<file path="config.mk">
export PLATFORM = sky130hd
export DESIGN_NAME = valve_aperture_command_unit_flat
export DESIGN_NICKNAME = d
export VERILOG_FILES = /design/src/rtl/vacu_pkg.sv /design/src/rtl/vacu_if.sv /design/src/rtl/vacu_serial_alu.sv /design/src/rtl/vacu_section_seq.sv /design/src/rtl/valve_aperture_command_unit.sv /design/src/flat_wrapper.sv
export SDC_FILE = /design/constraint.sdc
export NUM_CORES = 1
export LEC_CHECK = 0
export BUFFER_PORTS_ARGS = -buffer_cell sky130_fd_sc_hd__buf_2
export CORE_MARGIN = 5
export CORE_UTILIZATION = 35
export CTS_BUF_LIST = sky130_fd_sc_hd__clkbuf_8
export DETAILED_ROUTE_END_ITERATION = 6
export GPL_TIMING_DRIVEN = 0
export PLACE_DENSITY_LB_ADDON = 0.3
export SETUP_SLACK_MARGIN = 0.02
export SLEW_MARGIN = 20
export SYNTH_ARGS = -nofsm -noshare
export SYNTH_HDL_FRONTEND = slang
export SYNTH_SLANG_ARGS = --single-unit
</file>
<file path="constraint.sdc">
create_clock -name clk_i -period 11.7 [get_ports clk_i]
set_input_delay 2.925 -clock clk_i [delete_from_list [all_inputs] [get_ports clk_i]]
set_output_delay 2.925 -clock clk_i [all_outputs]
set_load 0.03 [all_outputs]
</file>
<file path="src/rtl/vacu_pkg.sv">
`timescale 1ns / 1ps
// ----------------------------------------------------------------------------
// Valve aperture command unit package
// Widths, codes, state types, control structs and the constant tables shared
// by the valve aperture command unit and its serial arithmetic.
// ----------------------------------------------------------------------------
package vacu_pkg;

  localparam int unsigned OPCODE_W    = 3;
  localparam int unsigned ANGLE_W     = 16;
  localparam int unsigned SECTION_W   = 32;
  localparam int unsigned EST_W       = 13;
  localparam int unsigned CFG_W       = 7;
  localparam int unsigned CFG_IDX_W   = 2;
  localparam int unsigned SECT_W      = 12;
  localparam int unsigned SQ_W        = 17;
  localparam int unsigned TERM_W      = 16;

  // Serial arithmetic unit.
  localparam int unsigned ALU_W       = 32;
  localparam int unsigned ALU_B_W     = 17;
  localparam int unsigned ALU_CNT_W   = 5;
  localparam int unsigned MUL_STEPS   = 17;
  localparam int unsigned DIV_STEPS   = 32;

  // Reset values of the angle registers.
  localparam logic [CFG_W-1:0] OPEN_RESET  = 7'd0;
  localparam logic [CFG_W-1:0] CLOSE_RESET = 7'd125;

  // Section fit constants.
  localparam int unsigned SECT_MAX    = 3318;
  localparam int unsigned SECT_KNEE   = 1960;
  localparam int unsigned SHORT_BASE  = 98;
  localparam int unsigned SHORT_SLOPE = 318;
  localparam int unsigned SHORT_DIV   = 10000;
  localparam int unsigned SQ_DIV      = 100;
  localparam int unsigned CUBE_BASE   = 2626;
  localparam int unsigned LIN_SLOPE   = 36;
  localparam int unsigned LIN_DIV     = 10;
  localparam int unsigned QUAD_COEF   = 168;
  localparam int unsigned QUAD_DIV    = 1000;
  localparam int unsigned CUBE_DIV    = 100;
  localparam int unsigned CUBE_COEF   = 264;
  localparam int unsigned CUBE_SCALE  = 100000;

  // Table sizes.
  localparam int unsigned LIN_DEPTH   = 128;
  localparam int unsigned EST_DEPTH   = 106;
  localparam int unsigned EST_LAST    = 105;

  typedef enum logic [OPCODE_W-1:0] {
    OP_OPEN    = 3'd0,
    OP_CLOSE   = 3'd1,
    OP_RAW     = 3'd2,
    OP_SECTION = 3'd3,
    OP_LINEAR  = 3'd4,
    OP_QUERY   = 3'd5
  } opcode_e;

  typedef enum logic [CFG_IDX_W-1:0] {
    CFG_OPEN_ANGLE  = 2'd0,
    CFG_CLOSE_ANGLE = 2'd1
  } cfg_index_e;

  typedef enum logic [1:0] {
    ST_IDLE,
    ST_RUN,
    ST_EMIT
  } unit_state_e;

  typedef enum logic [3:0] {
    SEC_IDLE,
    SEC_SHORT_MUL,
    SEC_SHORT_DIV,
    SEC_SQ_MUL,
    SEC_SQ_DIV,
    SEC_LIN_MUL,
    SEC_LIN_DIV,
    SEC_QUAD_MUL,
    SEC_QUAD_DIV,
    SEC_CUBE_MUL,
    SEC_CUBE_DIV,
    SEC_SCALE_MUL,
    SEC_SCALE_DIV,
    SEC_DONE
  } sec_state_e;

  typedef enum logic {
    ALU_MUL,
    ALU_DIV
  } alu_op_e;

  typedef struct packed {
    logic    start;
    alu_op_e op;
  } alu_req_t;

  typedef struct packed {
    logic              start;
    logic [SECT_W-1:0] sect;
  } sec_req_t;

  typedef struct packed {
    logic             done;
    logic [CFG_W-1:0] angle;
  } sec_rsp_t;

  // Linearisation result, before the final clamp, for every clamped angle.
  // The arithmetic wraps at 32 bits on purpose.
  function automatic logic [LIN_DEPTH*ANGLE_W-1:0] build_lin_tab();
    logic [LIN_DEPTH*ANGLE_W-1:0] tab;
    logic [31:0] v;
    logic [31:0] r;
    logic [31:0] p;
    tab = '0;
    for (int i = 0; i < LIN_DEPTH; i++) begin
      v = ((32'(i) * 32'd75) / 32'd125 + 32'd30) * 32'd10;
      r = (32'd76 * v) / 32'd10;
      r = r - ((32'd985 * v) * v) / 32'd100000;
      p = ((32'd44 * v) * v) / 32'd1000;
      r = r + (p * v) / 32'd10000;
      r = r - 32'd1140;
      r = r / 32'd10;
      tab[i*ANGLE_W +: ANGLE_W] = r[ANGLE_W-1:0];
    end
    return tab;
  endfunction

  // Flow section estimate for commands up to the last table entry; larger
  // commands estimate zero.
  function automatic logic [EST_DEPTH*EST_W-1:0] build_est_tab();
    logic [EST_DEPTH*EST_W-1:0] tab;
    int s;
    tab = '0;
    for (int c = 0; c < EST_DEPTH; c++) begin
      if (c >= 50) begin
        s = 5760 - (558 * c) / 10;
      end else begin
        s = 4390 - 5 * c - (47 * c * c) / 100;
      end
      if (s < 0) begin
        s = 0;
      end
      tab[c*EST_W +: EST_W] = EST_W'(s);
    end
    return tab;
  endfunction

  localparam logic [LIN_DEPTH*ANGLE_W-1:0] LIN_TAB = build_lin_tab();
  localparam logic [EST_DEPTH*EST_W-1:0]   EST_TAB = build_est_tab();

  function automatic logic [ANGLE_W-1:0] clamp_angle(
    input logic [ANGLE_W-1:0] val,
    input logic [CFG_W-1:0]   lo,
    input logic [CFG_W-1:0]   hi
  );
    logic [ANGLE_W-1:0] lo_w;
    logic [ANGLE_W-1:0] hi_w;
    logic [ANGLE_W-1:0] res;
    lo_w = ANGLE_W'(lo);
    hi_w = ANGLE_W'(hi);
    if (val < lo_w) begin
      res = lo_w;
    end else if (val > hi_w) begin
      res = hi_w;
    end else begin
      res = val;
    end
    return res;
  endfunction

endpackage

</file>
<file path="src/rtl/vacu_if.sv">
`timescale 1ns / 1ps
// ----------------------------------------------------------------------------
// Valve aperture command unit channels
// Valid/ready channels for request words and result words.
// ----------------------------------------------------------------------------
interface vacu_in_if;
  import vacu_pkg::*;

  logic                 valid;
  logic                 ready;
  logic [OPCODE_W-1:0]  opcode;
  logic [ANGLE_W-1:0]   angle_request;
  logic [SECTION_W-1:0] section_request;

  modport source (
    output valid, opcode, angle_request, section_request,
    input  ready
  );

  modport sink (
    input  valid, opcode, angle_request, section_request,
    output ready
  );
endinterface

interface vacu_out_if;
  import vacu_pkg::*;

  logic               valid;
  logic               ready;
  logic [ANGLE_W-1:0] command_angle;
  logic [ANGLE_W-1:0] linear_position;
  logic [EST_W-1:0]   section_estimate;

  modport source (
    output valid, command_angle, linear_position, section_estimate,
    input  ready
  );

  modport sink (
    input  valid, command_angle, linear_position, section_estimate,
    output ready
  );
endinterface

</file>
<file path="src/rtl/vacu_serial_alu.sv">
`timescale 1ns / 1ps
// ----------------------------------------------------------------------------
// Serial multiply/divide unit
// Shift-and-add multiply, one multiplier bit per cycle, and restoring divide,
// one quotient bit per cycle.
// ----------------------------------------------------------------------------
module vacu_serial_alu (
  input  logic                       clk_i,
  input  logic                       rst_ni,
  input  vacu_pkg::alu_req_t         req_i,
  input  logic [vacu_pkg::ALU_W-1:0] opa_i,
  input  logic [vacu_pkg::ALU_B_W-1:0] opb_i,
  output logic                       done_o,
  output logic [vacu_pkg::ALU_W-1:0] result_o
);
  import vacu_pkg::*;

  logic                 busy_q, busy_d;
  logic                 done_q, done_d;
  alu_op_e              op_q, op_d;
  logic [ALU_CNT_W-1:0] cnt_q, cnt_d;
  logic [ALU_W-1:0]     acc_q, acc_d;
  // Multiplicand when multiplying; dividend shifting out and quotient
  // shifting in when dividing.
  logic [ALU_W-1:0]     sh_q, sh_d;
  // Multiplier bits when multiplying; divisor when dividing.
  logic [ALU_B_W-1:0]   b_q, b_d;
  logic [ALU_B_W:0]     rem_q, rem_d;
  logic [ALU_B_W:0]     rem_sh;
  logic                 fits;

  assign rem_sh = {rem_q[ALU_B_W-1:0], sh_q[ALU_W-1]};
  assign fits   = (rem_sh >= {1'b0, b_q});

  always_comb begin
    busy_d = busy_q;
    done_d = 1'b0;
    op_d   = op_q;
    cnt_d  = cnt_q;
    acc_d  = acc_q;
    sh_d   = sh_q;
    b_d    = b_q;
    rem_d  = rem_q;
    if (busy_q) begin
      unique case (op_q)
        ALU_MUL: begin
          if (b_q[0]) begin
            acc_d = acc_q + sh_q;
          end
          sh_d = {sh_q[ALU_W-2:0], 1'b0};
          b_d  = {1'b0, b_q[ALU_B_W-1:1]};
        end
        ALU_DIV: begin
          rem_d = fits ? (rem_sh - {1'b0, b_q}) : rem_sh;
          sh_d  = {sh_q[ALU_W-2:0], fits};
        end
        default: ;
      endcase
      if (cnt_q == '0) begin
        busy_d = 1'b0;
        done_d = 1'b1;
      end else begin
        cnt_d = cnt_q - 1'b1;
      end
    end else if (req_i.start) begin
      busy_d = 1'b1;
      op_d   = req_i.op;
      acc_d  = '0;
      rem_d  = '0;
      sh_d   = opa_i;
      b_d    = opb_i;
      cnt_d  = (req_i.op == ALU_MUL) ? ALU_CNT_W'(MUL_STEPS - 1)
                                     : ALU_CNT_W'(DIV_STEPS - 1);
    end
  end

  always_ff @(posedge clk_i or negedge rst_ni) begin
    if (!rst_ni) begin
      busy_q <= 1'b0;
      done_q <= 1'b0;
      op_q   <= ALU_MUL;
      cnt_q  <= '0;
    end else begin
      busy_q <= busy_d;
      done_q <= done_d;
      op_q   <= op_d;
      cnt_q  <= cnt_d;
    end
  end

  always_ff @(posedge clk_i) begin
    acc_q <= acc_d;
    sh_q  <= sh_d;
    b_q   <= b_d;
    rem_q <= rem_d;
  end

  assign done_o   = done_q;
  assign result_o = (op_q == ALU_MUL) ? acc_q : sh_q;

endmodule

</file>
<file path="src/rtl/vacu_section_seq.sv">
`timescale 1ns / 1ps
// ----------------------------------------------------------------------------
// Section fit sequencer
// Steps the piecewise section-to-angle fit through the serial multiply/divide
// unit and clamps the result to the configured angle range.
// ----------------------------------------------------------------------------
module vacu_section_seq (
  input  logic                       clk_i,
  input  logic                       rst_ni,
  input  vacu_pkg::sec_req_t         req_i,
  input  logic [vacu_pkg::CFG_W-1:0] lo_i,
  input  logic [vacu_pkg::CFG_W-1:0] hi_i,
  output vacu_pkg::sec_rsp_t         rsp_o
);
  import vacu_pkg::*;

  sec_state_e               state_q, state_d;
  logic                     issued_q, issued_d;
  logic [SECT_W-1:0]        s_q, s_d;
  logic [SQ_W-1:0]          sq_q, sq_d;
  logic signed [TERM_W-1:0] t_q, t_d;
  logic signed [TERM_W-1:0] quo;
  logic signed [TERM_W-1:0] lo_s;
  logic signed [TERM_W-1:0] hi_s;

  alu_req_t                 alu_req;
  logic [ALU_W-1:0]         alu_opa;
  logic [ALU_B_W-1:0]       alu_opb;
  logic                     alu_done;
  logic [ALU_W-1:0]         alu_result;

  vacu_serial_alu u_alu (
    .clk_i    (clk_i),
    .rst_ni   (rst_ni),
    .req_i    (alu_req),
    .opa_i    (alu_opa),
    .opb_i    (alu_opb),
    .done_o   (alu_done),
    .result_o (alu_result)
  );

  // Every quotient added into the fit term stays well below 2^15.
  assign quo  = $signed(alu_result[TERM_W-1:0]);
  assign lo_s = $signed(TERM_W'(lo_i));
  assign hi_s = $signed(TERM_W'(hi_i));

  // Next state.
  always_comb begin
    state_d = state_q;
    unique case (state_q)
      SEC_IDLE: begin
        if (req_i.start) begin
          state_d = (req_i.sect < SECT_W'(SECT_KNEE)) ? SEC_SHORT_MUL : SEC_SQ_MUL;
        end
      end
      SEC_SHORT_MUL: if (alu_done) state_d = SEC_SHORT_DIV;
      SEC_SHORT_DIV: if (alu_done) state_d = SEC_DONE;
      SEC_SQ_MUL:    if (alu_done) state_d = SEC_SQ_DIV;
      SEC_SQ_DIV:    if (alu_done) state_d = SEC_LIN_MUL;
      SEC_LIN_MUL:   if (alu_done) state_d = SEC_LIN_DIV;
      SEC_LIN_DIV:   if (alu_done) state_d = SEC_QUAD_MUL;
      SEC_QUAD_MUL:  if (alu_done) state_d = SEC_QUAD_DIV;
      SEC_QUAD_DIV:  if (alu_done) state_d = SEC_CUBE_MUL;
      SEC_CUBE_MUL:  if (alu_done) state_d = SEC_CUBE_DIV;
      SEC_CUBE_DIV:  if (alu_done) state_d = SEC_SCALE_MUL;
      SEC_SCALE_MUL: if (alu_done) state_d = SEC_SCALE_DIV;
      SEC_SCALE_DIV: if (alu_done) state_d = SEC_DONE;
      SEC_DONE:      state_d = SEC_IDLE;
      default:       state_d = SEC_IDLE;
    endcase
  end

  // Outputs: operation and operands for the serial unit, and the response.
  always_comb begin
    alu_req.start = 1'b0;
    alu_req.op    = ALU_MUL;
    alu_opa       = '0;
    alu_opb       = '0;
    rsp_o.done    = 1'b0;
    rsp_o.angle   = '0;
    unique case (state_q)
      SEC_SHORT_MUL: begin
        alu_opa = ALU_W'(SHORT_SLOPE);
        alu_opb = ALU_B_W'(s_q);
      end
      SEC_SHORT_DIV: begin
        alu_req.op = ALU_DIV;
        alu_opa    = alu_result;
        alu_opb    = ALU_B_W'(SHORT_DIV);
      end
      SEC_SQ_MUL: begin
        alu_opa = ALU_W'(s_q);
        alu_opb = ALU_B_W'(s_q);
      end
      SEC_SQ_DIV: begin
        alu_req.op = ALU_DIV;
        alu_opa    = alu_result;
        alu_opb    = ALU_B_W'(SQ_DIV);
      end
      SEC_LIN_MUL: begin
        alu_opa = ALU_W'(LIN_SLOPE);
        alu_opb = ALU_B_W'(s_q);
      end
      SEC_LIN_DIV: begin
        alu_req.op = ALU_DIV;
        alu_opa    = alu_result;
        alu_opb    = ALU_B_W'(LIN_DIV);
      end
      SEC_QUAD_MUL: begin
        alu_opa = ALU_W'(QUAD_COEF);
        alu_opb = sq_q;
      end
      SEC_QUAD_DIV: begin
        alu_req.op = ALU_DIV;
        alu_opa    = alu_result;
        alu_opb    = ALU_B_W'(QUAD_DIV);
      end
      SEC_CUBE_MUL: begin
        alu_opa = ALU_W'(s_q);
        alu_opb = sq_q;
      end
      SEC_CUBE_DIV: begin
        alu_req.op = ALU_DIV;
        alu_opa    = alu_result;
        alu_opb    = ALU_B_W'(CUBE_DIV);
      end
      SEC_SCALE_MUL: begin
        // The scaled cube term is too wide for the serial operand, so the
        // small coefficient goes there instead.
        alu_opa = alu_result;
        alu_opb = ALU_B_W'(CUBE_COEF);
      end
      SEC_SCALE_DIV: begin
        alu_req.op = ALU_DIV;
        alu_opa    = alu_result;
        alu_opb    = ALU_B_W'(CUBE_SCALE);
      end
      SEC_DONE: begin
        rsp_o.done = 1'b1;
        if (t_q < lo_s) begin
          rsp_o.angle = lo_i;
        end else if (t_q > hi_s) begin
          rsp_o.angle = hi_i;
        end else begin
          rsp_o.angle = t_q[CFG_W-1:0];
        end
      end
      default: ;
    endcase
    alu_req.start = (state_q != SEC_IDLE) && (state_q != SEC_DONE) && !issued_q;
  end

  // Partial results of the fit.
  always_comb begin
    s_d      = s_q;
    sq_d     = sq_q;
    t_d      = t_q;
    issued_d = issued_q;
    if (alu_done) begin
      issued_d = 1'b0;
    end else if (alu_req.start) begin
      issued_d = 1'b1;
    end
    if ((state_q == SEC_IDLE) && req_i.start) begin
      s_d = req_i.sect;
    end
    if (alu_done) begin
      unique case (state_q)
        SEC_SHORT_DIV: t_d = $signed(TERM_W'(SHORT_BASE)) - quo;
        SEC_SQ_DIV:    sq_d = alu_result[SQ_W-1:0];
        SEC_LIN_DIV:   t_d = $signed(TERM_W'(CUBE_BASE)) - quo;
        SEC_QUAD_DIV:  t_d = t_q + quo;
        SEC_SCALE_DIV: t_d = t_q - quo;
        default: ;
      endcase
    end
  end

  always_ff @(posedge clk_i or negedge rst_ni) begin
    if (!rst_ni) begin
      state_q  <= SEC_IDLE;
      issued_q <= 1'b0;
    end else begin
      state_q  <= state_d;
      issued_q <= issued_d;
    end
  end

  always_ff @(posedge clk_i) begin
    s_q  <= s_d;
    sq_q <= sq_d;
    t_q  <= t_d;
  end

endmodule

</file>
<file path="src/rtl/valve_aperture_command_unit.sv">
`timescale 1ns / 1ps
// ----------------------------------------------------------------------------
// Valve aperture command unit
// Holds the valve angle command and turns open, close, raw, section and
// linear requests into it; every request word returns one result word.
// ----------------------------------------------------------------------------
// Open, close, raw, linear and query words take effect on acceptance, then
// pass through the emit state into the output register. Section words run the fit
// through the serial multiply/divide unit: a multiply and a divide below the knee,
// the square, linear, quadratic, cube and scale steps above it. A new word waits
// until the last result is in the output register. Reset is asynchronous, active
// low, and loads open 0, close 125, the command 125 and the linear position 0.
module valve_aperture_command_unit (
  input  logic                           clk_i,
  input  logic                           rst_ni,
  input  logic                           cfg_we_i,
  input  logic [vacu_pkg::CFG_IDX_W-1:0] cfg_index_i,
  input  logic [vacu_pkg::CFG_W-1:0]     cfg_data_i,
  vacu_in_if.sink                        in_i,
  vacu_out_if.source                     out_o
);
  import vacu_pkg::*;

  unit_state_e        state_q, state_d;
  logic [CFG_W-1:0]   open_q;
  logic [CFG_W-1:0]   close_q;
  logic [ANGLE_W-1:0] cmd_q, cmd_d;
  logic [ANGLE_W-1:0] lin_q, lin_d;
  logic               out_valid_q, out_valid_d;
  logic [ANGLE_W-1:0] out_cmd_q;
  logic [ANGLE_W-1:0] out_lin_q;
  logic [EST_W-1:0]   out_est_q;
  logic               out_load;

  logic [CFG_W-1:0]   lo;
  logic [CFG_W-1:0]   hi;
  logic               accept;
  logic [SECT_W-1:0]  sect_clamped;
  logic [ANGLE_W-1:0] lin_clamped;
  logic [ANGLE_W-1:0] lin_raw;
  logic [EST_W-1:0]   est;

  sec_req_t           sec_req;
  sec_rsp_t           sec_rsp;

  vacu_section_seq u_section (
    .clk_i  (clk_i),
    .rst_ni (rst_ni),
    .req_i  (sec_req),
    .lo_i   (lo),
    .hi_i   (hi),
    .rsp_o  (sec_rsp)
  );

  assign lo = (open_q < close_q) ? open_q : close_q;
  assign hi = (open_q < close_q) ? close_q : open_q;

  assign in_i.ready = (state_q == ST_IDLE);
  assign accept     = in_i.valid && in_i.ready;

  // Negative requests go to zero, large ones to the top of the fit.
  always_comb begin
    if (in_i.section_request[SECTION_W-1]) begin
      sect_clamped = '0;
    end else if (in_i.section_request > SECTION_W'(SECT_MAX)) begin
      sect_clamped = SECT_W'(SECT_MAX);
    end else begin
      sect_clamped = in_i.section_request[SECT_W-1:0];
    end
  end

  // The clamped linear angle never exceeds the 7-bit range, so its low bits
  // index the linearisation table directly.
  assign lin_clamped = clamp_angle(in_i.angle_request, lo, hi);
  assign lin_raw     = LIN_TAB[int'(lin_clamped[CFG_W-1:0]) * ANGLE_W +: ANGLE_W];

  assign est = (cmd_q <= ANGLE_W'(EST_LAST))
             ? EST_TAB[int'(cmd_q[CFG_W-1:0]) * EST_W +: EST_W]
             : '0;

  assign out_load = (state_q == ST_EMIT) && (!out_valid_q || out_o.ready);

  // Next state.
  always_comb begin
    state_d = state_q;
    unique case (state_q)
      ST_IDLE: begin
        if (accept) begin
          state_d = (in_i.opcode == OP_SECTION) ? ST_RUN : ST_EMIT;
        end
      end
      ST_RUN: begin
        if (sec_rsp.done) begin
          state_d = ST_EMIT;
        end
      end
      ST_EMIT: begin
        if (out_load) begin
          state_d = ST_IDLE;
        end
      end
      default: state_d = ST_IDLE;
    endcase
  end

  // Outputs and command updates.
  always_comb begin
    sec_req.start = 1'b0;
    sec_req.sect  = sect_clamped;
    cmd_d         = cmd_q;
    lin_d         = lin_q;
    unique case (state_q)
      ST_IDLE: begin
        if (accept) begin
          unique case (in_i.opcode)
            OP_OPEN:    cmd_d = ANGLE_W'(open_q);
            OP_CLOSE:   cmd_d = ANGLE_W'(close_q);
            OP_RAW:     cmd_d = in_i.angle_request;
            OP_SECTION: sec_req.start = 1'b1;
            OP_LINEAR: begin
              lin_d = lin_clamped;
              cmd_d = clamp_angle(lin_raw, lo, hi);
            end
            default: ;
          endcase
        end
      end
      ST_RUN: begin
        if (sec_rsp.done) begin
          cmd_d = ANGLE_W'(sec_rsp.angle);
        end
      end
      default: ;
    endcase
  end

  // The output register holds a finished word while the next one is taken.
  always_comb begin
    out_valid_d = out_valid_q;
    if (out_load) begin
      out_valid_d = 1'b1;
    end else if (out_o.ready) begin
      out_valid_d = 1'b0;
    end
  end

  always_ff @(posedge clk_i or negedge rst_ni) begin
    if (!rst_ni) begin
      state_q     <= ST_IDLE;
      open_q      <= OPEN_RESET;
      close_q     <= CLOSE_RESET;
      cmd_q       <= ANGLE_W'(CLOSE_RESET);
      lin_q       <= '0;
      out_valid_q <= 1'b0;
    end else begin
      state_q     <= state_d;
      cmd_q       <= cmd_d;
      lin_q       <= lin_d;
      out_valid_q <= out_valid_d;
      if (cfg_we_i && (cfg_index_i == CFG_OPEN_ANGLE)) begin
        open_q <= cfg_data_i;
      end
      if (cfg_we_i && (cfg_index_i == CFG_CLOSE_ANGLE)) begin
        close_q <= cfg_data_i;
      end
    end
  end

  always_ff @(posedge clk_i) begin
    if (out_load) begin
      out_cmd_q <= cmd_q;
      out_lin_q <= lin_q;
      out_est_q <= est;
    end
  end

  assign out_o.valid            = out_valid_q;
  assign out_o.command_angle    = out_cmd_q;
  assign out_o.linear_position  = out_lin_q;
  assign out_o.section_estimate = out_est_q;

endmodule

</file>
<file path="src/flat_wrapper.sv">
// flat-port wrapper written by rule: the top's interface ports become plain ports
module valve_aperture_command_unit_flat import vacu_pkg::*;
  (clk_i, rst_ni, cfg_we_i, cfg_index_i, cfg_data_i, in_i_valid, in_i_opcode, in_i_angle_request, in_i_section_request, in_i_ready, out_o_valid, out_o_command_angle, out_o_linear_position, out_o_section_estimate, out_o_ready);
  vacu_in_if in_i_i ();
  vacu_out_if out_o_i ();
  input  logic clk_i;
  input  logic rst_ni;
  input  logic cfg_we_i;
  input  logic [vacu_pkg::CFG_IDX_W-1:0] cfg_index_i;
  input  logic [vacu_pkg::CFG_W-1:0] cfg_data_i;
  input wire logic [$bits(in_i_i.valid)-1:0] in_i_valid;
  input wire logic [$bits(in_i_i.opcode)-1:0] in_i_opcode;
  input wire logic [$bits(in_i_i.angle_request)-1:0] in_i_angle_request;
  input wire logic [$bits(in_i_i.section_request)-1:0] in_i_section_request;
  output wire logic [$bits(in_i_i.ready)-1:0] in_i_ready;
  output wire logic [$bits(out_o_i.valid)-1:0] out_o_valid;
  output wire logic [$bits(out_o_i.command_angle)-1:0] out_o_command_angle;
  output wire logic [$bits(out_o_i.linear_position)-1:0] out_o_linear_position;
  output wire logic [$bits(out_o_i.section_estimate)-1:0] out_o_section_estimate;
  input wire logic [$bits(out_o_i.ready)-1:0] out_o_ready;
  assign in_i_i.valid = in_i_valid;
  assign in_i_i.opcode = in_i_opcode;
  assign in_i_i.angle_request = in_i_angle_request;
  assign in_i_i.section_request = in_i_section_request;
  assign in_i_ready = in_i_i.ready;
  assign out_o_valid = out_o_i.valid;
  assign out_o_command_angle = out_o_i.command_angle;
  assign out_o_linear_position = out_o_i.linear_position;
  assign out_o_section_estimate = out_o_i.section_estimate;
  assign out_o_i.ready = out_o_ready;
  valve_aperture_command_unit u_core (.clk_i(clk_i), .rst_ni(rst_ni), .cfg_we_i(cfg_we_i), .cfg_index_i(cfg_index_i), .cfg_data_i(cfg_data_i), .in_i(in_i_i), .out_o(out_o_i));
endmodule
</file>
======== After elaboration in Yosys (flattened, before gate mapping) ========
Index checks and enable logic that the tools add are counted.
storage, ports and cells
  register bits after elaboration ......... 250
  bits in latches ......................... 0
  bits in writable memories ............... 0
  ROM bits ................................ 0
  input bits .............................. 65
  output and inout port bits .............. 47
  logic and storage cells ................. 197
  memories ................................ 0
operators by class
  add/subtract/negate cells ............... 7
  multipliers ............................. 1
  div/mod/pow operators ................... 0
  $lt $le $gt $ge ......................... 11
  equality and inequality tests ........... 42
  shift-type cells ........................ 2
  muxes and demuxes ....................... 69
  bitwise gates (word level) .............. 2
  reduce and logical (&&, ||, !) cells .... 40
operators with widths
  operator                                                       number
  indexed part select 2048 x 12 -> 16 bit, first input constant  1
  indexed part select 1378 x 12 -> 13 bit, first input constant  1
  2-to-1 mux 32 bit                                              7
  case mux 32 bit (5 select lines)                               1
  case mux 17 bit (8 select lines)                               1
  case mux 16 bit (4 select lines)                               2
  2-to-1 mux 17 bit                                              7
  2-to-1 mux 16 bit                                              6
  case mux 32 bit (2 select lines)                               1
  2-to-1 mux 4 bit                                               13
  case mux 4 bit (12 select lines)                               1
  adder 32 bit                                                   1
  > comparator 16 x 7 -> 1 bit                                   2
  > comparator 32 x 12 -> 1 bit, second input constant           1
  < comparator 16 x 7 -> 1 bit                                   2
  case mux 16 bit (2 select lines)                               1
  2-to-1 mux 7 bit                                               4
  != test 2 x 1 -> 1 bit, second input constant                  13
  == test 4 bit, second input constant                           6
  2-to-1 mux 12 bit                                              2
  greater-or-equal comparator 18 x 17 -> 1 bit                   1
  subtractor 17 bit                                              1
  adder 16 bit                                                   1
  == test 4 x 3 -> 1 bit, second input constant                  4
  44 further kinds                                               94

======== Depth between registers and ports, before layout ========
Gate-level depths: netlist of the first run.
  depth in word-level cells ............... 12
  mapped depth ............................ 43
  gate-level depth less buffers ........... 40

======== Modules after synthesis ========
A second synthesis of the first run with hierarchy kept.
unflattened totals
  cells, all modules ...................... 2224
  area, all modules ....................... 20121.8 sq um
modules (own cells, without submodules)
  module                       instances  cells each  area each (sq um)  sequential area each (sq um)
  vacu_serial_alu              1          740         7638.6             3143.0
  valve_aperture_command_unit  1          884         7623.6             2592.5
  vacu_section_seq             1          600         4859.7             1476.4

======== Worst setup path before layout of the first run ========
Ideal clock, no wire load.
  kind .................................... input -> register
  from .................................... input in_i_angle_request[5]
  to ...................................... register u_core.cmd_q[3]
  setup time .............................. 82 ps
  arrival time ............................ 7985 ps
  data required time ...................... 11618 ps
  path slack .............................. 3633 ps
  cell stages on the path ................. 31
  path buffers ............................ 3
  cells stage by stage .................... ha_1 a21o_1 a211o_1 nor4_1 a21o_1 a31oi_1 a31o_2 inv_2 buf_1 buf_1 ha_1 nand3_1 o2111ai_1 o221a_2 mux2_2 o211a_1 ha_1 nor2b_1 o21ai_0 nand2b_1 a21oi_1 nor2b_1 o21ai_0 nand2b_1 a21oi_1 a41oi_1 clkbuf_1 mux2i_1 mux2i_1 a211oi_1 nor2_1
on the way
  word-level cells in the longest chain between the ends .. 10
  elaborated cells between the ends (all ways) .. 12
  those cells by class .................... order compare (4); shift (1); mux (7)
ends and longest elaborated chain
  item                                         RTL line                            source
  from (decl)                                  flat_wrapper.sv:13                  input wire logic [$bits(in_i_i.angle_request)-1:0] in_i_angle_request;
  > comparator 16 x 7 -> 1 bit                 vacu_pkg.sv:164                     end else if (val > hi_w) begin
  2-to-1 mux 16 bit                            vacu_pkg.sv:164
  2-to-1 mux 16 bit (*)                        vacu_pkg.sv:162                     if (val < lo_w) begin
  indexed part select 2048 x 12 -> 16 bit (*)  valve_aperture_command_unit.sv:75   assign lin_raw = LIN_TAB[int'(lin_clamped[CFG_W-1:0]) * ANGLE_W +: ANGLE_W];
  > comparator 16 x 7 -> 1 bit                 vacu_pkg.sv:164
  2-to-1 mux 16 bit                            vacu_pkg.sv:164
  2-to-1 mux 16 bit (*)                        vacu_pkg.sv:162
  case mux 16 bit (4 select lines) (*)         valve_aperture_command_unit.sv:115  unique case (in_i.opcode)
  2-to-1 mux 16 bit (*)                        valve_aperture_command_unit.sv:114  if (accept) begin
  case mux 16 bit (2 select lines) (*)         valve_aperture_command_unit.sv:112  unique case (state_q)
  to (signal assigned)                         valve_aperture_command_unit.sv:152  cmd_q <= ANGLE_W'(CLOSE_RESET);
  to (signal assigned)                         valve_aperture_command_unit.sv:157  cmd_q <= cmd_d;
  to (decl)                                    valve_aperture_command_unit.sv:27   logic [ANGLE_W-1:0] cmd_q, cmd_d;
Every way passes the cells marked *; elsewhere a longest branch is shown, timed or not. The select of a mux whose other input is x is not followed.
A chain may end at the register's enable or synchronous reset.

======== Worst setup path in the final report of the first run ========
  from .................................... input in_i_angle_request[11]
  to ...................................... register u_core.cmd_q[1]
The elaborated chain is that of the path after synthesis.

==> results.txt, run 1 <==
----------------------------------------------------
[Run status]
  Run status ... finished clean

[Setup path]
  Worst reg2reg path depth ... 40
  Path length in cells of the critical path ... 34
  Launch point of the worst reg-to-reg path ... u_core.close_q[4]
  Top cell family by delay on the critical path ... compound AO/OA/AOI/OAI gates
  Worst Path Class, Setup ... input port to register
  Setup slack of the worst register-to-register path ... ~2.5 ns
  Worst Path Buf+Inv ... 6
  Data required time at the worst endpoint ... between 10 and 15 ns
  Maximum single-stage delay on the critical path ... approximately 0.63 ns
  Launching element type of the critical path ... input port
  Cell repeated most along the worst path ... o21ai_0
  Slowest stage cell, crit path ... nor4_1
  Crit path capture ... u_core.cmd_q[1]
  CP Data Arrival Time ... ~9.9 ns
  Crit path capture type ... register
  Endpoint of the most critical register-to-register path ... u_core.cmd_q[1]
  Worst Setup SP ... in_i_angle_request[11]
  CP Max Fanout ... 10

[Clocking]
  Sink Count ... 250
  Number of clock buffers inserted by TritonCTS ... 48
  Number of H-tree levels ... 2
  Worst-path clk slew ... 0.06 ns
  Post-CTS Hold Fix Bufs ... 0
  Buffers from clock root to sink, at most ... 3
  CTS-repair resized insts ... 0
  Setup fix buffers added after clock tree synthesis ... 0
  Clk_lat worst skew ... between 0.6 and 0.7 ns
  TritonCTS clock tree ... yes
  Buffer type at the clock tree root ... clkbuf_8

[Synthesis]
  Top-count cell post-synth ... nor2_1
  Top cells by count, synth ... nor2_1, nand2_1, edfxtp_1
  Synth area leaders ... edfxtp_1, ha_1, dfrtp_1, o21ai_0, nor2_1
  Warnings, synthesis ... 0
  Number of library cell types mapped by synthesis ... 88
  Flip-flop and latch count after synthesis ... between 200 and 300
  Net count after synthesis ... 2240
  Netlist area before placement ... approximately 18000 um^2
  Post-synthesis cell count ... approximately 2000
  Share of synthesized registers carrying an async set or reset ... between 20% and 30%
  Most used flip-flop cell after synthesis ... edfxtp_1
  Mapped Avg Cell Area ... 8.99 um^2
  Register area share after synthesis ... roughly two fifths
  Biggest area consumer among synthesized cells ... edfxtp_1
  Top-area cell type share of the netlist area ... a little under a third
  EDFF count, synth ... about 190

[Power]
  Relative contribution of combinational cells to total power ... 64.8%
  Clock network fraction of design power ... a little under an eighth
  Leakage ... between 8 and 9 nW
  Final total power ... roughly 7 mW
  Switch share ... between 40% and 50%
  Internal power ... 3.55 mW
  Power share of the sequential group ... 23.5%
  Switching Power ... 3.47 mW
  IR drop worst, VDD ... between 0.15 and 0.2 mV
  Power per Cell Area ... roughly 340 nW/um^2

[STA]
  Fmax ... approximately 0.11 GHz
  Total negative slack for setup checks ... 0 ns
  Count of pins over their slew limit ... 0
  Slew at the pin closest to its max-slew limit ... roughly 1.1 ns
  Final hold violation count ... 0
  Post-route clock skew ... between 0.04 and 0.05 ns
  RSZ-0062 raised after global routing ... no
  Max-slew headroom ... between 20% and 30%
  Final setup fails ... 0
  Post-route clock period utilization ... 79.6%
  Minimum clock period ... slightly above 9 ns

[Cells and area]
  Final-stage net count ... 2407
  Antenna fix cells ... 0
  Post-route insts no fill ... 2922
  Fraction of final layout cells sized beyond drive strength 1 ... 11.4%
  Area of all placed cells without fillers ... 20800 um^2
  Utilization after layout ... between 40 and 50%
  Area added between synthesis and finish ... 13.4%

[Place]
  Routability Congestion ... around 0.95
  Half-perimeter wire length of the detailed placement result ... between 40 and 50 mm
  Cell Count Post-Placement ... roughly 2800
  Port-buffer cells ... between 100 and 150
  Post-detailed-placement cell area ... 19900 um^2

[Floorplan]
  Die Area ... 57000 um^2
  Chip width ... 239 um
  Initial core utilization ... a little over a third
  Core area ... just over 50000 um^2
  Row count ... between 80 and 90
  Chip Height ... between 200 and 250 um
  Io pins ... 112

[Drt]
  Antenna viol nets, final ... 0
  Post-DR wirelength/cell ... 20.0 um
  Number of violations reported at the end of detailed-routing iteration 0 ... 1627
  Number of design rule violations left after detail routing ... 0
  Drt total wl ... between 50 and 60 mm
  Detailed-router iteration count before antenna repair ... 6
  Vias ... 16810
  Ratio of routed vias to standard cells ... between 5 and 6

[Job]
  Max-capacitance violation count ... 0

[GRT]
  Antenna violations before repair ... 0
  GRT Total Usage ... between 10% and 20%
  Total congestion overflow ... 0
  Maximum number of pins on one net before global-route repair ... 42
  Global-route wire length before repair ... between 90 and 100 mm
  Vias in the first global route ... roughly 16000

[Hold path]
  Hold WC Path Type ... register to register

----------------------------------------------------
## logic make-up (layout without fill, tap and decap cells)
kind of cell,Yosys count,after routing,share of synthesized area [%]
compound gates,647,647,23.1
xor+xnor,62,62,2.97
fa+ha+maj,141,141,9.72
buf+inv,226,431,4.68
flops,250,250,39.4
mux,77,77,4.41
simple gates,634,634,15.7
## metrics by stage
| stage | hold WS, ns | setup slack (ns) |
|---|---|---|
| final | 0.432 | 2.39 |
| after global routing | 0.438 | 1.79 |
| after CTS | 0.433 | 2.48 |
| after detailed placement | 0.424 | 1.83 |
| after global placement | 0.428 | 1.82 |
| after floorplan | 0.417 | 3.63 |
## worst min-delay path by stage
stage,startpoint,to,slack (ns),cells past startpoint
after floorplan,u_core.lin_q[10],u_core.out_o.linear_position[10],0.42,0
after global placement,u_core.lin_q[7],u_core.out_o.linear_position[7],0.43,0
after detailed placement,u_core.lin_q[12],u_core.out_o.linear_position[12],0.42,0
after CTS,u_core.lin_q[15],u_core.out_o.linear_position[15],0.43,0
after global routing,u_core.lin_q[15],u_core.out_o.linear_position[15],0.44,0
final,u_core.lin_q[15],u_core.out_o.linear_position[15],0.43,0
## worst reg2reg max path, delay by kind of cell, from the launching register on
family                     cells  cell delay, ns
buffers and inverters          6            1.86
muxes                          1            0.15
DFF                            1            0.55
and+or+nand+nor                9            1.04
AOI/OAI and AO/OA             20            4.21
adders and majority gates      4            1.32
## area by class of cell
class,count,area [um^2]
buffer,100,384
sequential,250,7210
inverter,126,473
tap,680,851
timing repair buffer,117,684
multi-input combinational,1561,10300
clock inverter,38,203
clock buffer,50,688
fill,5127,30800
## layout by cell type (no fill, tap or decap), types with 28 or more instances in the layout
master / Yosys / final
a211oi_1: 31 / 31
a21oi_1: 142 / 142
and2_1: 28 / 28
buf_2: 4 / 112
clkbuf_1: 84 / 84
clkbuf_8: 0 / 50
dfrtp_1: 50 / 50
edfxtp_1: 188 / 188
ha_1: 135 / 135
inv_1: 119 / 133
mux2i_1: 56 / 55
nand2_1: 195 / 195
nand2b_1: 29 / 29
nand3_1: 54 / 54
nor2_1: 206 / 205
nor3_1: 37 / 36
o21ai_0: 185 / 183
o22ai_1: 29 / 29
xnor2_1: 44 / 44
## flip-flops by register name, summed over array words and instances (netlist names), 2 cells and up
signal / count
u_core.u_section.t_q: 16
u_core.u_section.u_alu.rem_q: 17
u_core.u_section.state_q: 4
u_core.u_section.u_alu.cnt_q: 5
u_core.out_o.section_estimate: 13
u_core.cmd_q: 16
u_core.close_q: 7
u_core.lin_q: 16
u_core.u_section.u_alu.b_q: 17
u_core.open_q: 7
u_core.u_section.u_alu.sh_q: 32
u_core.out_o.command_angle: 16
u_core.u_section.sq_q: 17
u_core.u_section.s_q: 12
u_core.u_section.u_alu.acc_q: 32
u_core.state_q: 2
u_core.out_o.linear_position: 16
## per-layer routing
metal	routed length, um	up-vias	track usage (%)
met5	0	-	0
met4	2590	0	8.43
met3	4140	174	3.26
met2	25500	740	30.6
met1	26100	8019	27.0
li1	-	7877	-
## power groups by stage
stage | logic (mW) | registers (mW) | clock network [mW]
after global routing | 5.02 | 1.68 | 0.898
after detailed placement | 4.48 | 1.66 | 0
after floorplan | 3.19 | 1.70 | 0
after global placement | 4.39 | 1.68 | 0
final | 4.55 | 1.65 | 0.824
after CTS | 4.51 | 1.65 | 0.854
Power figures use the tool's default switching activity.
==> inputs of run 2 (changes only) <==
==> constraint.sdc (replaced) <==
create_clock -name clk_i -period 7.6 [get_ports clk_i]
set_input_delay 1.9 -clock clk_i [delete_from_list [all_inputs] [get_ports clk_i]]
set_output_delay 1.9 -clock clk_i [all_outputs]
set_load 0.03 [all_outputs]
==> run 2 against run 1 <==
Compared with the run above:
- wire length up 2.3%
- cell count up 1.4%
- global-route usage rose by 0.15 points
- sequential power grew 55%
- clock skew is 0.0042 ns higher
- critical path depth increased by 6
- register-to-register slack got worse by 2.3 ns
- utilization grew 1.5 points
- die area stayed put
- largest cell class unchanged
==> results.txt, run 2 (synthesis results as in run 1) <==
----------------------------------------------------
[Run status]
  Run status ... finished clean

[Cells and area]
  Fraction of final layout cells sized beyond drive strength 1 ... 16.2% (+4.8 points)
  Leading cell type in the layout, fill and taps excluded ... nor2_1
  Combined area of the multi-input logic cells ... 10700 um^2 (+3.8%)
  Antenna fix cells ... 0 (unchanged)
  Area of all placed cells without fillers ... 21600 um^2 (+3.8%)
  Commonest cells after routing, fill and taps aside ... nor2_1, nand2_1, edfxtp_1
  Final-stage net count ... 2449 (+1.7%)
  Fillers ... 5054 (-1.4%)
  Area used by sequential logic in the layout ... 7210 um^2 (unchanged)
  Area added between synthesis and finish ... 17.8%
  Largest registers in the final layout ... u_core.u_section.u_alu.acc_q (32), u_core.u_section.u_alu.sh_q (32)
  Utilization after layout ... 41.8% (+1.5 points)

[Drt]
  Detailed-router iteration count before antenna repair ... 6 (unchanged)
  Vias ... 17110 (+1.8%)
  Ratio of routed vias to standard cells ... 5.77 (+0.34%)
  Antenna viol nets, final ... 0 (unchanged)
  Drt total wl ... 59.7 mm (+2.3%)
  Number of design rule violations left after detail routing ... 0 (unchanged)
  Post-DR wirelength/cell ... 20.2 um (+0.81%)
  Number of violations reported at the end of detailed-routing iteration 0 ... 1643 (+0.98%)

[Clocking]
  Buffer type at the clock tree root ... clkbuf_8
  TritonCTS clock tree ... yes
  Worst-path clk slew ... 0.06 ns (about the same)
  Number of H-tree levels ... 2 (unchanged)
  Sink Count ... 250 (unchanged)
  Clk_lat worst skew ... 0.64 ns (about the same)
  Post-CTS Hold Fix Bufs ... 0 (unchanged)
  Number of clock buffers inserted by TritonCTS ... 48 (unchanged)
  Buffers from clock root to sink, at most ... 3 (unchanged)

[Power]
  Clock network fraction of design power ... 11.2% (-0.5 points)
  Relative contribution of combinational cells to total power ... 66.4% (+1.6 points)
  Power share of the sequential group ... 22.4% (-1.1 points)
  Leakage ... 8.72 nW (+3.3%)
  Switching Power ... 5.56 mW (+60%)
  IR drop worst, VDD ... 0.246 mV (+54%)
  Switch share ... 49.0% (-0.48 points)
  Internal power ... 5.80 mW (+63%)
  Final total power ... 11.4 mW (+62%)
  Power per Cell Area ... 527 nW/um^2 (+56%)

[Place]
  Routability Congestion ... 0.954 (unchanged)
  Post-detailed-placement cell area ... 19900 um^2 (unchanged)
  Half-perimeter wire length of the detailed placement result ... 44.1 mm (unchanged)
  Port-buffer cells ... 109 (unchanged)

[GRT]
  Maximum number of pins on one net before global-route repair ... 42 (unchanged)
  Antenna violations before repair ... 0 (unchanged)
  Vias in the first global route ... 16389 (+0.94%)
  Global-route wire length before repair ... 91.5 mm (+0.77%)
  Total congestion overflow ... 0 (unchanged)
  GRT Total Usage ... 19.8% (+0.15 points)

[STA]
  Final hold violation count ... 0 (unchanged)
  Max-slew headroom ... 30.7% (+7.6 points)
  Fmax ... 0.135 GHz
  RSZ-0062 raised after global routing ... yes
  Post-route clock skew ... 0.0503 ns (+0.00418 ns)
  Minimum clock period ... approximately 7.4 ns
  Post-route clock period utilization ... about 97%
  Final setup fails ... 0 (unchanged)
  Slew at the pin closest to its max-slew limit ... 1.03 ns (-0.111 ns)
  Hold WS ... 0.432 ns (+0.0000210 ns)
  Count of pins over their slew limit ... 0 (unchanged)

[Setup path]
  CP Max Fanout ... 9 (-1)
  Maximum single-stage delay on the critical path ... 0.56 ns (-0.07 ns)
  Data required time at the worst endpoint ... 8.13 ns (-4.11 ns)
  Crit path capture type ... register
  Worst Path Class, Setup ... register to register
  Slowest stage cell, crit path ... dfstp_2
  Launching element type of the critical path ... register
  CP Data Arrival Time ... 7.92 ns (-1.93 ns)

[Floorplan]
  Chip width ... 239 um (unchanged)
  Chip Height ... 239 um (unchanged)
  Die Area ... 57000 um^2 (unchanged)
  Row count ... 83 (unchanged)
  Io pins ... 112 (unchanged)
  Initial core utilization ... 35.5% (unchanged)
  Core area ... 51600 um^2 (unchanged)

[Job]
  Max-capacitance violation count ... 0 (unchanged)

[Hold path]
  Hold WC Path Type ... register to register

----------------------------------------------------
run 2: changes by cell type in the layout (fill, tap and decap cells not counted), moves of 7 or more:
cell	previous run	this run
buf_4	4	46
ha_1	135	120
o21ai_0	183	170
a21oi_1	142	130
clkbuf_1	84	75
ha_2	0	8
inv_1	133	125
ha_4	0	7
run 2: timing repair:
item	in CTS	in global routing
setup buffers	20	21
pin swaps	9	27
endpoints found under the setup margin	7	7
gates cloned	0	2
gates resized for setup	62	72
run 2: power by group through the flow:
stage | Clock (mW) | Combinational (mW) | Sequential (mW)
after global placement | 0 | 6.76 | 2.58
after global routing | 1.38 | 8.25 | 2.60
final | 1.27 | 7.54 | 2.55
after CTS | 1.31 | 7.15 | 2.55
after detailed placement | 0 | 6.90 | 2.56
after floorplan | 0 | 4.91 | 2.62
run 2: cell type report:
class                   count  share of cell area, %
flip-flops and latches    250                   33.4
repair buffers            160                   4.73
plain buffers              99                   2.04
inverters                 126                   2.25
clock inverters            38                  0.940
well taps                 680                   3.95
clock buffers              50                   3.19
multi-input cells        1561                   49.5
run 2: worst paths after layout:
check                                   from                               end  slack (ns)  depth (start not counted)
max                        u_core.close_q[4]                   u_core.cmd_q[6]        0.21                         40
min                         u_core.lin_q[15]  u_core.out_o.linear_position[15]        0.43                          0
max reg2reg                u_core.close_q[4]                   u_core.cmd_q[6]        0.21                         40
min reg2reg                 u_core.lin_q[15]  u_core.out_o.linear_position[15]        0.43                          0
max in group asynchronous             rst_ni                   u_core.cmd_q[0]        5.84                          2
min in group asynchronous             rst_ni                  u_core.open_q[2]        1.15                          1
run 2: worst max-delay path, delay by kind of cell, from the launching register on:
| kind | cells | cell delay [ns] |
|---|---|---|
| AO/OA/AOI/OAI | 18 | 3.26 |
| buffers and inverters | 8 | 1.00 |
| AND/OR/NAND/NOR | 7 | 0.95 |
| adder cells (fa/ha/maj) | 4 | 0.89 |
| multiplexers | 3 | 0.62 |
| flip-flops | 1 | 0.56 |
run 2: metrics by stage:
stage | setup slack [ns] | TNS, ns | std cells
final | 0.211 | 0 | 2964
after global routing | -0.0691 | -0.238 | 2964
after CTS | 0.0204 | 0 | 2941
after detailed placement | -1.46 | -9.10 | 2834
after global placement | -1.45 | -8.88 | 2826
after floorplan | 0.188 | 0 | 2037
run 2: routing by layer:
layer,track usage [%],up-vias,part of all wire [%]
met4,8.40,0,4.4
li1,-,7960,-
met5,0,-,0
met3,3.32,187,7.5
met1,27.1,8164,44
met2,31.0,799,44
